`src/rtl/gtl_pkg.sv`:
```
package gtl_pkg;

    // Coordinate width of cursor and origin
    localparam int C_COORD_W = 16;
    localparam int C_QDEPTH  = 4;
    localparam int C_QPTR_W  = $clog2(C_QDEPTH);
    localparam int C_QCNT_W  = $clog2(C_QDEPTH + 1);

    // Configuration register indexes
    localparam logic [2:0] REG_ORIGIN_X   = 3'd0;
    localparam logic [2:0] REG_ORIGIN_Y   = 3'd1;
    localparam logic [2:0] REG_BOX_WIDTH  = 3'd2;
    localparam logic [2:0] REG_BOX_HEIGHT = 3'd3;
    localparam logic [2:0] REG_FONT_SIZE  = 3'd4;

    // Byte codes
    localparam logic [7:0] BYTE_END      = 8'h00;
    localparam logic [7:0] BYTE_CR       = 8'd13;
    localparam logic [7:0] BYTE_ASCII_HI = 8'h80;
    localparam logic [7:0] BYTE_INVALID  = 8'hff;
    localparam logic [7:0] TRAIL_LOW     = 8'h40;
    localparam logic [7:0] TRAIL_GAP     = 8'h7f;
    localparam logic [7:0] TRAIL_HIGH    = 8'h41;
    localparam logic [7:0] LEAD_BASE     = 8'h81;
    localparam logic [7:0] ROW_STRIDE    = 8'd190;

    typedef enum logic [1:0] {
        KIND_ASCII = 2'd0,
        KIND_HANZI = 2'd1,
        KIND_BLANK = 2'd2
    } t_kind;

    // Draw command passed from front to back
    typedef struct packed {
        t_kind                  kind;
        logic [C_COORD_W-1:0]   pos_x;
        logic [C_COORD_W-1:0]   pos_y;
        logic [7:0]             char_code;
        logic [6:0]             row;
        logic [7:0]             col;
        logic [6:0]             glyph_bytes;
    } t_cmd;

endpackage

```
`src/rtl/gtl_front.sv`:
```
module gtl_front (
    input  logic                i_clk,
    input  logic                i_rst_n,
    input  logic                i_cfg_valid,
    input  logic [2:0]          i_cfg_index,
    input  logic [15:0]         i_cfg_data,
    input  logic                i_s_tvalid,
    input  logic [7:0]          i_s_tdata,
    input  logic                i_q_space,
    output logic                o_s_tready,
    output logic                o_push,
    output gtl_pkg::t_cmd       o_cmd
);

    localparam int CW = gtl_pkg::C_COORD_W;

    logic [15:0]        r_origin_x, r_origin_y, r_box_w, r_box_h;
    logic [7:0]         r_font;
    logic               r_settle;

    // Derived limits, refreshed every cycle from the registers
    logic signed [17:0] r_lim_half, r_lim_full, r_lim_y;
    logic [CW-1:0]      r_half, r_cr_x;
    logic [6:0]         r_gbytes;
    logic               r_fs_ok;

    logic [CW-1:0]      r_cx, r_cy, n_cx, n_cy;
    logic               r_lead, n_lead, r_skip, n_skip, r_stop, n_stop;
    logic [7:0]         r_lead_byte, n_lead_byte;

    logic               w_acc, w_wrap, w_over, w_blank;
    logic signed [17:0] w_wrap_lim;
    logic [CW-1:0]      w_fs, w_cy_inc, w_x1, w_y1, w_adv;
    logic [7:0]         w_b, w_col;
    logic [6:0]         w_row;

    // Configuration registers
    always_ff @(posedge i_clk) begin
        if (!i_rst_n) begin
            r_origin_x <= 16'd0;
            r_origin_y <= 16'd0;
            r_box_w    <= 16'd240;
            r_box_h    <= 16'd320;
            r_font     <= 8'd16;
            r_settle   <= 1'b1;
        end else begin
            r_settle <= i_cfg_valid;
            if (i_cfg_valid) begin
                case (i_cfg_index)
                    gtl_pkg::REG_ORIGIN_X:   r_origin_x <= i_cfg_data;
                    gtl_pkg::REG_ORIGIN_Y:   r_origin_y <= i_cfg_data;
                    gtl_pkg::REG_BOX_WIDTH:  r_box_w    <= i_cfg_data;
                    gtl_pkg::REG_BOX_HEIGHT: r_box_h    <= i_cfg_data;
                    gtl_pkg::REG_FONT_SIZE:  r_font     <= i_cfg_data[7:0];
                    default: ;
                endcase
            end
        end
    end

    // Precompute wrap and height limits, carriage-return x and glyph size
    always_ff @(posedge i_clk) begin
        r_half     <= {{(CW-7){1'b0}}, r_font[7:1]};
        r_lim_half <= $signed({2'b00, r_origin_x} + {2'b00, r_box_w} - {11'd0, r_font[7:1]});
        r_lim_full <= $signed({2'b00, r_origin_x} + {2'b00, r_box_w} - {10'd0, r_font});
        r_lim_y    <= $signed({2'b00, r_origin_y} + {2'b00, r_box_h} - {10'd0, r_font});
        r_cr_x     <= r_origin_x + {{(CW-7){1'b0}}, r_font[7:1]};
        case (r_font)
            8'd12:   begin r_gbytes <= 7'd24; r_fs_ok <= 1'b1; end
            8'd16:   begin r_gbytes <= 7'd32; r_fs_ok <= 1'b1; end
            8'd24:   begin r_gbytes <= 7'd72; r_fs_ok <= 1'b1; end
            default: begin r_gbytes <= 7'd0;  r_fs_ok <= 1'b0; end
        endcase
    end

    assign o_s_tready = i_q_space && !r_settle;
    assign w_acc      = i_s_tvalid && o_s_tready;
    assign w_b        = i_s_tdata;
    assign w_fs       = {{(CW-8){1'b0}}, r_font};

    // Wrap and height checks
    assign w_wrap_lim = r_lead ? r_lim_full : r_lim_half;
    assign w_adv      = r_lead ? w_fs : r_half;
    assign w_wrap     = $signed({2'b00, r_cx}) > w_wrap_lim;
    assign w_cy_inc   = r_cy + w_fs;
    assign w_x1       = w_wrap ? r_origin_x : r_cx;
    assign w_y1       = w_wrap ? w_cy_inc : r_cy;
    assign w_over     = w_wrap ? ($signed({2'b00, w_cy_inc}) > r_lim_y)
                               : ($signed({2'b00, r_cy}) > r_lim_y);

    // Classify the code pair
    assign w_blank = (r_lead_byte == gtl_pkg::BYTE_INVALID) || (w_b < gtl_pkg::TRAIL_LOW)
                     || (w_b == gtl_pkg::BYTE_INVALID);
    assign w_row   = w_blank ? 7'd0 : 7'(r_lead_byte - gtl_pkg::LEAD_BASE);
    assign w_col   = w_blank ? 8'd0 :
                     (w_b < gtl_pkg::TRAIL_GAP) ? w_b - gtl_pkg::TRAIL_LOW
                                                : w_b - gtl_pkg::TRAIL_HIGH;

    // Next cursor and flags
    always_comb begin
        n_cx        = r_cx;
        n_cy        = r_cy;
        n_lead      = r_lead;
        n_lead_byte = r_lead_byte;
        n_skip      = r_skip;
        n_stop      = r_stop;
        if (w_acc) begin
            if (w_b == gtl_pkg::BYTE_END) begin
                n_cx        = r_origin_x;
                n_cy        = r_origin_y;
                n_lead      = 1'b0;
                n_lead_byte = 8'd0;
                n_skip      = 1'b0;
                n_stop      = 1'b0;
            end else if (r_stop) begin
                n_stop = 1'b1;
            end else if (r_skip) begin
                n_skip = 1'b0;
            end else if (!r_lead && (w_b > gtl_pkg::BYTE_ASCII_HI)) begin
                n_lead      = 1'b1;
                n_lead_byte = w_b;
            end else begin
                n_lead = 1'b0;
                n_cx   = w_x1;
                n_cy   = w_y1;
                if (w_over) begin
                    n_stop = 1'b1;
                end else if (!r_lead && (w_b == gtl_pkg::BYTE_CR)) begin
                    n_cy   = w_y1 + w_fs;
                    n_cx   = r_cr_x;
                    n_skip = 1'b1;
                end else begin
                    n_cx = w_x1 + w_adv;
                end
            end
        end
    end

    // Build the draw command
    always_comb begin
        o_push = 1'b0;
        o_cmd  = '0;
        o_cmd.pos_x = w_x1;
        o_cmd.pos_y = w_y1;
        if (w_acc && (w_b != gtl_pkg::BYTE_END) && !r_stop && !r_skip && !w_over) begin
            if (r_lead) begin
                o_push            = r_fs_ok;
                o_cmd.kind        = w_blank ? gtl_pkg::KIND_BLANK : gtl_pkg::KIND_HANZI;
                o_cmd.row         = w_row;
                o_cmd.col         = w_col;
                o_cmd.glyph_bytes = r_gbytes;
            end else if ((w_b <= gtl_pkg::BYTE_ASCII_HI) && (w_b != gtl_pkg::BYTE_CR)) begin
                o_push          = 1'b1;
                o_cmd.kind      = gtl_pkg::KIND_ASCII;
                o_cmd.char_code = w_b;
            end
        end
    end

    always_ff @(posedge i_clk) begin
        if (!i_rst_n) begin
            r_cx        <= '0;
            r_cy        <= '0;
            r_lead      <= 1'b0;
            r_lead_byte <= 8'd0;
            r_skip      <= 1'b0;
            r_stop      <= 1'b0;
        end else begin
            r_cx        <= n_cx;
            r_cy        <= n_cy;
            r_lead      <= n_lead;
            r_lead_byte <= n_lead_byte;
            r_skip      <= n_skip;
            r_stop      <= n_stop;
        end
    end

    // A stopped string places nothing
    a_stop_quiet: assert property (@(posedge i_clk) disable iff (!i_rst_n)
        r_stop |-> !o_push)
        else $error("command pushed while string stopped");

    // Nothing is taken in the cycle after a configuration write
    a_settle: assert property (@(posedge i_clk) disable iff (!i_rst_n)
        i_cfg_valid |=> !o_s_tready)
        else $error("byte taken before limits refreshed");

endmodule

```
`src/rtl/gtl_queue.sv`:
```
module gtl_queue (
    input  logic            i_clk,
    input  logic            i_rst_n,
    input  logic            i_push,
    input  gtl_pkg::t_cmd   i_cmd,
    input  logic            i_pop,
    output logic            o_space,
    output logic            o_avail,
    output gtl_pkg::t_cmd   o_cmd
);

    localparam int PW = gtl_pkg::C_QPTR_W;
    localparam int NW = gtl_pkg::C_QCNT_W;

    gtl_pkg::t_cmd  r_slot [gtl_pkg::C_QDEPTH];
    logic [PW-1:0]  r_wr, r_rd;
    logic [NW-1:0]  r_cnt;

    assign o_space = r_cnt != NW'(gtl_pkg::C_QDEPTH);
    assign o_avail = r_cnt != '0;
    assign o_cmd   = r_slot[r_rd];

    // Hold commands
    always_ff @(posedge i_clk) begin
        if (i_push) begin
            r_slot[r_wr] <= i_cmd;
        end
    end

    // Advance pointers and fill count
    always_ff @(posedge i_clk) begin
        if (!i_rst_n) begin
            r_wr  <= '0;
            r_rd  <= '0;
            r_cnt <= '0;
        end else begin
            if (i_push) begin
                r_wr <= r_wr + PW'(1);
            end
            if (i_pop) begin
                r_rd <= r_rd + PW'(1);
            end
            case ({i_push, i_pop})
                2'b10:   r_cnt <= r_cnt + NW'(1);
                2'b01:   r_cnt <= r_cnt - NW'(1);
                default: r_cnt <= r_cnt;
            endcase
        end
    end

    a_no_overflow: assert property (@(posedge i_clk) disable iff (!i_rst_n)
        i_push |-> (o_space || i_pop))
        else $error("push into full queue");

    a_no_underflow: assert property (@(posedge i_clk) disable iff (!i_rst_n)
        i_pop |-> o_avail)
        else $error("pop from empty queue");

    a_count_bound: assert property (@(posedge i_clk) disable iff (!i_rst_n)
        r_cnt <= NW'(gtl_pkg::C_QDEPTH))
        else $error("queue count beyond depth");

endmodule

```
`src/rtl/gtl_back.sv`:
```
module gtl_back (
    input  logic            i_clk,
    input  logic            i_rst_n,
    input  logic            i_avail,
    input  gtl_pkg::t_cmd   i_cmd,
    input  logic            i_m_tready,
    output logic            o_pop,
    output logic            o_m_tvalid,
    output logic [71:0]     o_m_tdata,
    output logic [1:0]      o_m_tuser
);

    gtl_pkg::t_cmd  r_s1;
    logic           r_s1_valid;
    logic [14:0]    r_idx;
    logic           r_out_valid;
    gtl_pkg::t_kind r_kind;
    logic [15:0]    r_px, r_py;
    logic [7:0]     r_code;
    logic [20:0]    r_off;
    logic [6:0]     r_gb;

    logic           w_adv, w_load_s1;
    logic [21:0]    w_prod;

    assign w_adv     = !r_out_valid || i_m_tready;
    assign w_load_s1 = w_adv || !r_s1_valid;
    assign o_pop     = w_load_s1 && i_avail;
    assign w_prod    = 22'(r_idx) * 22'(r_s1.glyph_bytes);

    // Stage one: glyph index within the table
    always_ff @(posedge i_clk) begin
        if (w_load_s1) begin
            r_s1  <= i_cmd;
            r_idx <= 15'(i_cmd.row) * 15'(gtl_pkg::ROW_STRIDE) + 15'(i_cmd.col);
        end
    end

    // Output register: scale index by glyph size
    always_ff @(posedge i_clk) begin
        if (w_adv) begin
            r_kind <= r_s1.kind;
            r_px   <= r_s1.pos_x;
            r_py   <= r_s1.pos_y;
            r_code <= r_s1.char_code;
            r_gb   <= r_s1.glyph_bytes;
            r_off  <= (r_s1.kind == gtl_pkg::KIND_HANZI) ? w_prod[20:0] : 21'd0;
        end
    end

    always_ff @(posedge i_clk) begin
        if (!i_rst_n) begin
            r_s1_valid  <= 1'b0;
            r_out_valid <= 1'b0;
        end else begin
            if (w_load_s1) begin
                r_s1_valid <= i_avail;
            end
            if (w_adv) begin
                r_out_valid <= r_s1_valid;
            end
        end
    end

    assign o_m_tvalid = r_out_valid;
    assign o_m_tuser  = r_kind;
    assign o_m_tdata  = {4'd0, r_gb, r_off, r_code, r_py, r_px};

    // A waiting command moves up as soon as the output frees
    a_no_bubble: assert property (@(posedge i_clk) disable iff (!i_rst_n)
        (r_s1_valid && w_adv) |=> r_out_valid)
        else $error("command lost between stages");

endmodule

```
`src/rtl/gbk_text_layout_engine_top.sv`:
```
// A draw command is queued as its byte is accepted, then registered in stage one and the
// output register. Throughput: one byte per cycle, set by the front's cursor update, while
// the four-entry command queue has space; the queue lets the front run while the output
// is stalled. A configuration write or reset release blocks input until limits refresh.
// Reset (i_rst_n low, synchronous): registers to their defaults, cursor to the origin,
// flags and queue cleared.
module gbk_text_layout_engine_top (
    input  logic            i_clk,
    input  logic            i_rst_n,
    input  logic            i_cfg_valid,
    output logic            o_cfg_ready,
    input  logic [2:0]      i_cfg_index,
    input  logic [15:0]     i_cfg_data,
    input  logic            i_s_tvalid,
    output logic            o_s_tready,
    input  logic [7:0]      i_s_tdata,  // [7:0] text_byte
    output logic            o_m_tvalid,
    input  logic            i_m_tready,
    // [15:0] pos_x, [31:16] pos_y, [39:32] char_code, [60:40] glyph_offset,
    // [67:61] glyph_bytes, [71:68] zero
    output logic [71:0]     o_m_tdata,
    output logic [1:0]      o_m_tuser   // [1:0] draw_kind
);

    logic           w_space, w_push, w_avail, w_pop;
    gtl_pkg::t_cmd  w_cmd_in, w_cmd_out;

    assign o_cfg_ready = 1'b1;

    gtl_front u_front (
        .i_clk       (i_clk),
        .i_rst_n     (i_rst_n),
        .i_cfg_valid (i_cfg_valid),
        .i_cfg_index (i_cfg_index),
        .i_cfg_data  (i_cfg_data),
        .i_s_tvalid  (i_s_tvalid),
        .i_s_tdata   (i_s_tdata),
        .i_q_space   (w_space),
        .o_s_tready  (o_s_tready),
        .o_push      (w_push),
        .o_cmd       (w_cmd_in)
    );

    gtl_queue u_queue (
        .i_clk   (i_clk),
        .i_rst_n (i_rst_n),
        .i_push  (w_push),
        .i_cmd   (w_cmd_in),
        .i_pop   (w_pop),
        .o_space (w_space),
        .o_avail (w_avail),
        .o_cmd   (w_cmd_out)
    );

    gtl_back u_back (
        .i_clk      (i_clk),
        .i_rst_n    (i_rst_n),
        .i_avail    (w_avail),
        .i_cmd      (w_cmd_out),
        .i_m_tready (i_m_tready),
        .o_pop      (w_pop),
        .o_m_tvalid (o_m_tvalid),
        .o_m_tdata  (o_m_tdata),
        .o_m_tuser  (o_m_tuser)
    );

endmodule
```
`config.mk`:
```
export PLATFORM = sky130hd
export DESIGN_NAME = gbk_text_layout_engine_top
export DESIGN_NICKNAME = d
export VERILOG_FILES = /design/src/rtl/gtl_pkg.sv /design/src/rtl/gtl_front.sv /design/src/rtl/gtl_queue.sv /design/src/rtl/gtl_back.sv /design/src/rtl/gbk_text_layout_engine_top.sv
export SDC_FILE = /design/constraint.sdc
export NUM_CORES = 1
export LEC_CHECK = 0
export ABC_AREA = 1
export BUFFER_PORTS_ARGS = -buffer_cell sky130_fd_sc_hd__buf_2
export CORE_UTILIZATION = 30
export CTS_BUF_LIST = sky130_fd_sc_hd__clkbuf_4 sky130_fd_sc_hd__clkbuf_8 sky130_fd_sc_hd__clkbuf_16
export DETAILED_ROUTE_END_ITERATION = 7
export PLACE_DENSITY = 0.43
export SLEW_MARGIN = 20
export SYNTH_ARGS = -nofsm -noshare
export SYNTH_HDL_FRONTEND = slang
export SYNTH_SLANG_ARGS = --single-unit
```
`constraint.sdc`:
```
create_clock -name i_clk -period 7.7 [get_ports i_clk]
set_input_delay 1.155 -clock i_clk [delete_from_list [all_inputs] [get_ports i_clk]]
set_output_delay 1.155 -clock i_clk [all_outputs]
set_load 0.01 [all_outputs]
```
# Word level (Yosys, flattened, before mapping)
# Memory sizes are Yosys's and may differ from the RTL's. A register that Yosys moved wholly into a read port is not among the register bits.
# Cells that the tools add are included.
# op_classes
n_addsub,17
multipliers,2
n_reduce_logical,37
n_eq_ne,18
n_mux,56
magnitude_cmp,7
# ops
cell,count
$mux 16,14
$mux 8,9
$gt 17x18->1,3
$sub 18x8->18,2
$add 16x16->17,2
$add 16x8->16,2
$mux 30,1
$mux 1,22
$mux 22,1
$mul 15x7->21,1
$pmux 7 s3,1
$mux 18,1
$sub 18x7->18,1
$add 16x16->16,1
$add 16x7->16,1
$eq 8x4->1 const B,2
$eq 8x5->1 const B,2
$eq 8x8->1 const B,2
$lt 8x7->1 const B,2
$sub 8x7->8 const B,2
$add 15x8->15,1
$mul 7x7->14 const B,1
$reduce_and 2->1,6
$logic_and 1x1->1,10
28 further kinds,47
# word_totals
mem_bits_rw,256
output_inout_bits,77
mem_count,1
ff_bits,344
# memory_table
memory,depth,word_bits,rd,rd_ports_with_merged_regs,write_ports,line,rtl
u_queue.r_slot,4,64,1,1,1,gtl_queue.sv:15,gtl_pkg::t_cmd r_slot [gtl_pkg::C_QDEPTH];

# Longest topological paths before layout
# depth
depth_word,10
mapped_depth,37

# By module
# From an unflattened synthesis, not the netlist that was laid out.
# unflattened
cells_unflattened,3547
area_unflattened_um2,33245.6
# modules_own_cells
module,cells_each,area_per_inst_um2,seq_area_each_um2,n_inst
gtl_front,1924,13798.2,3963.8,1
gtl_queue,676,9935.8,7867.5,1
gtl_back,945,9500.4,4063.9,1
gbk_text_layout_engine_top,2,11.3,0.0,1

# Worst setup path before layout
# Ideal clock, no wire load.
# synth_path
kind,flip-flop to flip-flop
startpoint,register u_front.r_font[1]
endpoint,memory u_queue.r_slot[0][10] (netlist bit) (enable)
stages_incl_launch_ff,21
path_slack_ns,1.729
arrival_ns,5.491
setup_ns,0.480
synth_period_minus_slack_ns,5.971
n_path_buf,0
cell_sequence,dfxtp_1 -> inv_1 -> fa_1 -> inv_1 -> nand3_1 -> nand3_1 -> nand3_1 -> nand2_1 -> nand2_1 -> nand2_1 -> nand2_1 -> ha_1 -> nand3_1 -> inv_1 -> a21oi_1 -> nand4_1 -> nand3_2 -> nand2_2 -> nor2_2 -> o2111ai_2 -> nor2_1
# synth_via
elab_chain_len,8
# synth_lines
element,line,rtl
from (decl),gtl_front.sv:18,logic [7:0] r_font;
from (signal assigned),gtl_front.sv:54,gtl_pkg::REG_FONT_SIZE: r_font <= i_cfg_data[7:0];
$add 16x8->16,gtl_front.sv:85,assign w_cy_inc = r_cy + w_fs;
$gt 17x18->1,gtl_front.sv:88,"assign w_over = w_wrap ? ($signed({2'b00, w_cy_inc}) > r_lim_y)"
$mux 1,gtl_front.sv:88,
$logic_not 1->1,gtl_front.sv:145,if (w_acc && (w_b != gtl_pkg::BYTE_END) && !r_stop && !r_skip && !w_over) begin
$logic_and 1x1->1,gtl_front.sv:145,
$mux 1,gtl_front.sv:145,
$mux 1,gtl_queue.sv:25,if (i_push) begin
$mux 1 (implied by the code),gtl_queue.sv:26,r_slot[r_wr] <= i_cmd;
to (decl),gtl_queue.sv:15,
# Every way passes these cells.

==> results.md <==
- Complex-gate fraction of the synthesized area: 0.119
- Setup slack after placement: roughly 1.5 ns
- Setup WS post-layout: 1.57 ns
- Post-synth ARST share: 0
- Io pins: 109
- Router iterations before antenna repair: 5
- Final-report hold violation count: 0
- Layout Nets: between 3,000 and 4,000
- WP data required: roughly 8.1 ns
- Top_reg_cell synth: edfxtp_1
- Worst vdd ir: roughly 900 uV
- Worst slew pin tran: between 1 and 1.5 ns
- Post-Syn Area: 0.0308 mm2
- Clock sinks: 578
- Xor and xnor area share after synthesis: 0.0383
- Critical Path Fanout Max: 42
- Post-CTS setup buffers: 0
- Max-slew violations: 0
- Site Rows: ~120
- Die area: approximately 0.10 mm2
- Post-CTS Resized: 0
- Vias per inst: between 4 and 5
- Post-layout min period: 6.13 ns
- Post-DP Area: 0.0328 mm2
- Clock transition at path regs: around 0.050 ns
- Detailed placement HPWL: 56,900 um
- Post-synthesis sequential area ratio: 0.496
- Yosys warnings: 0
- Hold path start: u_back.r_s1[58]
- CORE AREA: 0.102 mm2
- Starting Density: 0.303
- Reg2reg path depth: 26
- FMAX: 0.163 GHz
- Part of the cycle the worst path needs: 0.796
- Unrepaired setup endpoints after global routing: false
- Total grt overflow: 0
- Clock Tree Root: clkbuf_16
- Initial drt markers: 1,175
- WP data arrival: about 6.5 ns
- Vias: 21,800
- Layout cell share with drive strength beyond 1: 0.0911
- Crit path kind: register to register
- Area leader, netlist: edfxtp_1
- Mapped Cells: about 3,300
- Final Setup Violations: 0
- Total power draw: 17.7 mW
- TritonCTS clock tree: done
- Count leader, synth: nand2_1
- Post-Syn Area per Cell: 9.44 um2
- Top cells by area, synth: edfxtp_1 36%, dfxtp_1 14%, ha_1 9.6%
- Hold endpoint: u_back.r_px[12]
- Largest net degree at the start of global routing: between 80 and 90
- EDFF count, synth: 369
- Clock buffer depth: 3
- Remaining antenna violation count after routing: 0
- Mux contribution to synthesized area: 0.00488
- Post-synth top area share: 0.360
- Main combinational cell family by area after synthesis: simple AND/OR/NAND/NOR gates
- Final RePlAce weighted congestion: 0.815
- Hold Path Depth: 0
- Post-CTS Hold Fix Bufs: 0
- Worst hold margin: 0.416 ns
- Max Cap Viol: 0
- Run status: finished, final reports clean
- Critical Path Start Type: register
- Total negative slack: 0 ns
- Pwr dens: 504 mW/mm2
- RR Endpoint: u_back.r_idx[14]
- Avg WL per Cell: between 15 and 20 um
- Post-Synth Simple-Gate Area: 0.146
- #FFs+latches synth: approximately 580
- H-tree levels: 3
- Initial antenna violation count: 2
- Hold WC Path Type: register to register
- Leak: 15.1 nW
- Crit end category: register
- First-pass GRT wire length: 125,000 um
- Synthesized-area fraction occupied by adder cells: 0.132
- Vias in the first global route: 21,700
- Clock Skew: between 0.02 and 0.03 ns
- Finished Cell Area: 0.0352 mm2
- Max-slew headroom: 0.317
- Commonest cells post-synth: 520 x nand2_1, 381 x inv_1, 369 x edfxtp_1
- R2R Setup Slk: 1.57 ns
- Worst skew pair latency: 0.64 ns
- DR DRC count: 0
- Die Width: 322 um
- Die H: 322 um
- Routed wire length: 79,800 um
- Gr usage total: 0.156
- P&R area growth vs syn: 14.3%
- CTS Buf Count: between 70 and 80
- Distinct cells, synth: 57
- PortBufs: 97
placed cells by master (no fill, tap or decap), types with 21 or more instances in the layout:
cell type	instances
nand2_1	519
inv_1	379
edfxtp_1	369
nor2_1	332
o21ai_0	258
a21oi_1	237
ha_1	237
dfxtp_1	207
nand3_1	111
xor2_1	97
buf_2	97
clkbuf_16	72
fa_1	55
o22ai_1	53
xnor2_1	32
nor3_1	30
o21ai_1	25
buf_4	21
power by group:
| group | switching, mW | internal, mW |
|---|---|---|
| sequential | 0.262 | 4.35 |
| clock | 1.40 | 1.97 |
| combinational | 5.80 | 3.96 |
| total | 7.46 | 10.3 |
metal layers:
layer	track usage	wire length [um]
met1	0.213	39200
met4	0.0435	1850
met2	0.253	36000
met5	0	0
met3	0.0254	2820
state kept, by name (all words and copies together) (netlist names), 8 cells and up, named ones only:
register,count
u_back.r_idx,15
u_front.r_font,8
u_front.r_lim_half,18
u_queue.r_slot,244
u_front.r_origin_y,16
u_front.r_lim_y,18
u_front.r_box_h,16
u_back.r_s1,46
u_back.r_py,16
u_back.r_off,18
u_front.r_box_w,16
u_front.r_cy,16
u_front.r_origin_x,16
u_front.r_lim_full,18
u_back.r_code,8
u_front.r_cx,16
u_back.r_px,16
u_front.r_lead_byte,8
u_front.r_cr_x,16
critical path, cell delays in order, from the launching register on:
cell	delay, ns
dfxtp_4	0.47
clkinv_2	0.29
buf_4	0.28
nand2_1	0.08
a32oi_1	0.37
inv_1	0.19
fa_1	0.52
inv_1	0.04
ha_1	0.26
inv_1	0.05
fa_1	0.49
fa_1	0.51
inv_1	0.04
ha_1	0.35
nand2_1	0.07
o21ai_0	0.33
xor2_1	0.17
inv_1	0.05
ha_1	0.32
inv_1	0.05
o21ai_0	0.25
nand2_1	0.10
nor2_1	0.16
nand3_1	0.13
nor2_1	0.11
nand2_1	0.07
xnor2_1	0.13
kinds of logic (layout without fill, tap and decap cells):
kind of cell / after synthesis / count (layout)
muxes: 15 / 15
DFF: 578 / 578
adders and majority gates: 292 / 292
xor gates and xnor gates: 132 / 132
buffers and inverters: 499 / 642
other: 2 / 13
and+or+nand+nor: 1076 / 1076
AOI/OAI and AO/OA: 668 / 668
per-stage QoR:
| step | utilization | instances |
|---|---|---|
| 6_report | 0.346 | 4784 |
| 5_1_grt | 0.346 | 4783 |
| 4_1_cts | 0.346 | 4782 |
| 3_5_place_dp | 0.322 | 4652 |
| 3_3_place_gp | 0.322 | 4652 |
| 2_1_floorplan | - | 3271 |
area by class of cell:
class | count | area [um2]
antenna | 2 | 5.00
clock inverter | 40 | 430
timing repair buffer | 120 | 683
sequential | 578 | 15300
clock buffer | 90 | 1960
inverter | 392 | 1470
tap | 1368 | 1710
multi-input combinational | 2194 | 13600
fill | 10500 | 66600
worst max-delay path by stage:
stage	start	endpoint	slack [ns]	cells past startpoint
6_report	register	u_back.r_idx[14]	1.57	26
5_1_grt	register	u_back.r_idx[14]	0.99	26
4_1_cts	register	u_back.r_idx[14]	1.46	26
3_5_place_dp	register	u_back.r_idx[14]	1.49	26
3_3_place_gp	register	u_back.r_idx[14]	1.45	25
2_1_floorplan	u_front.r_font[1]	u_queue.r_slot[0][10]	1.73	20
(Power assumes the default switching activity.)
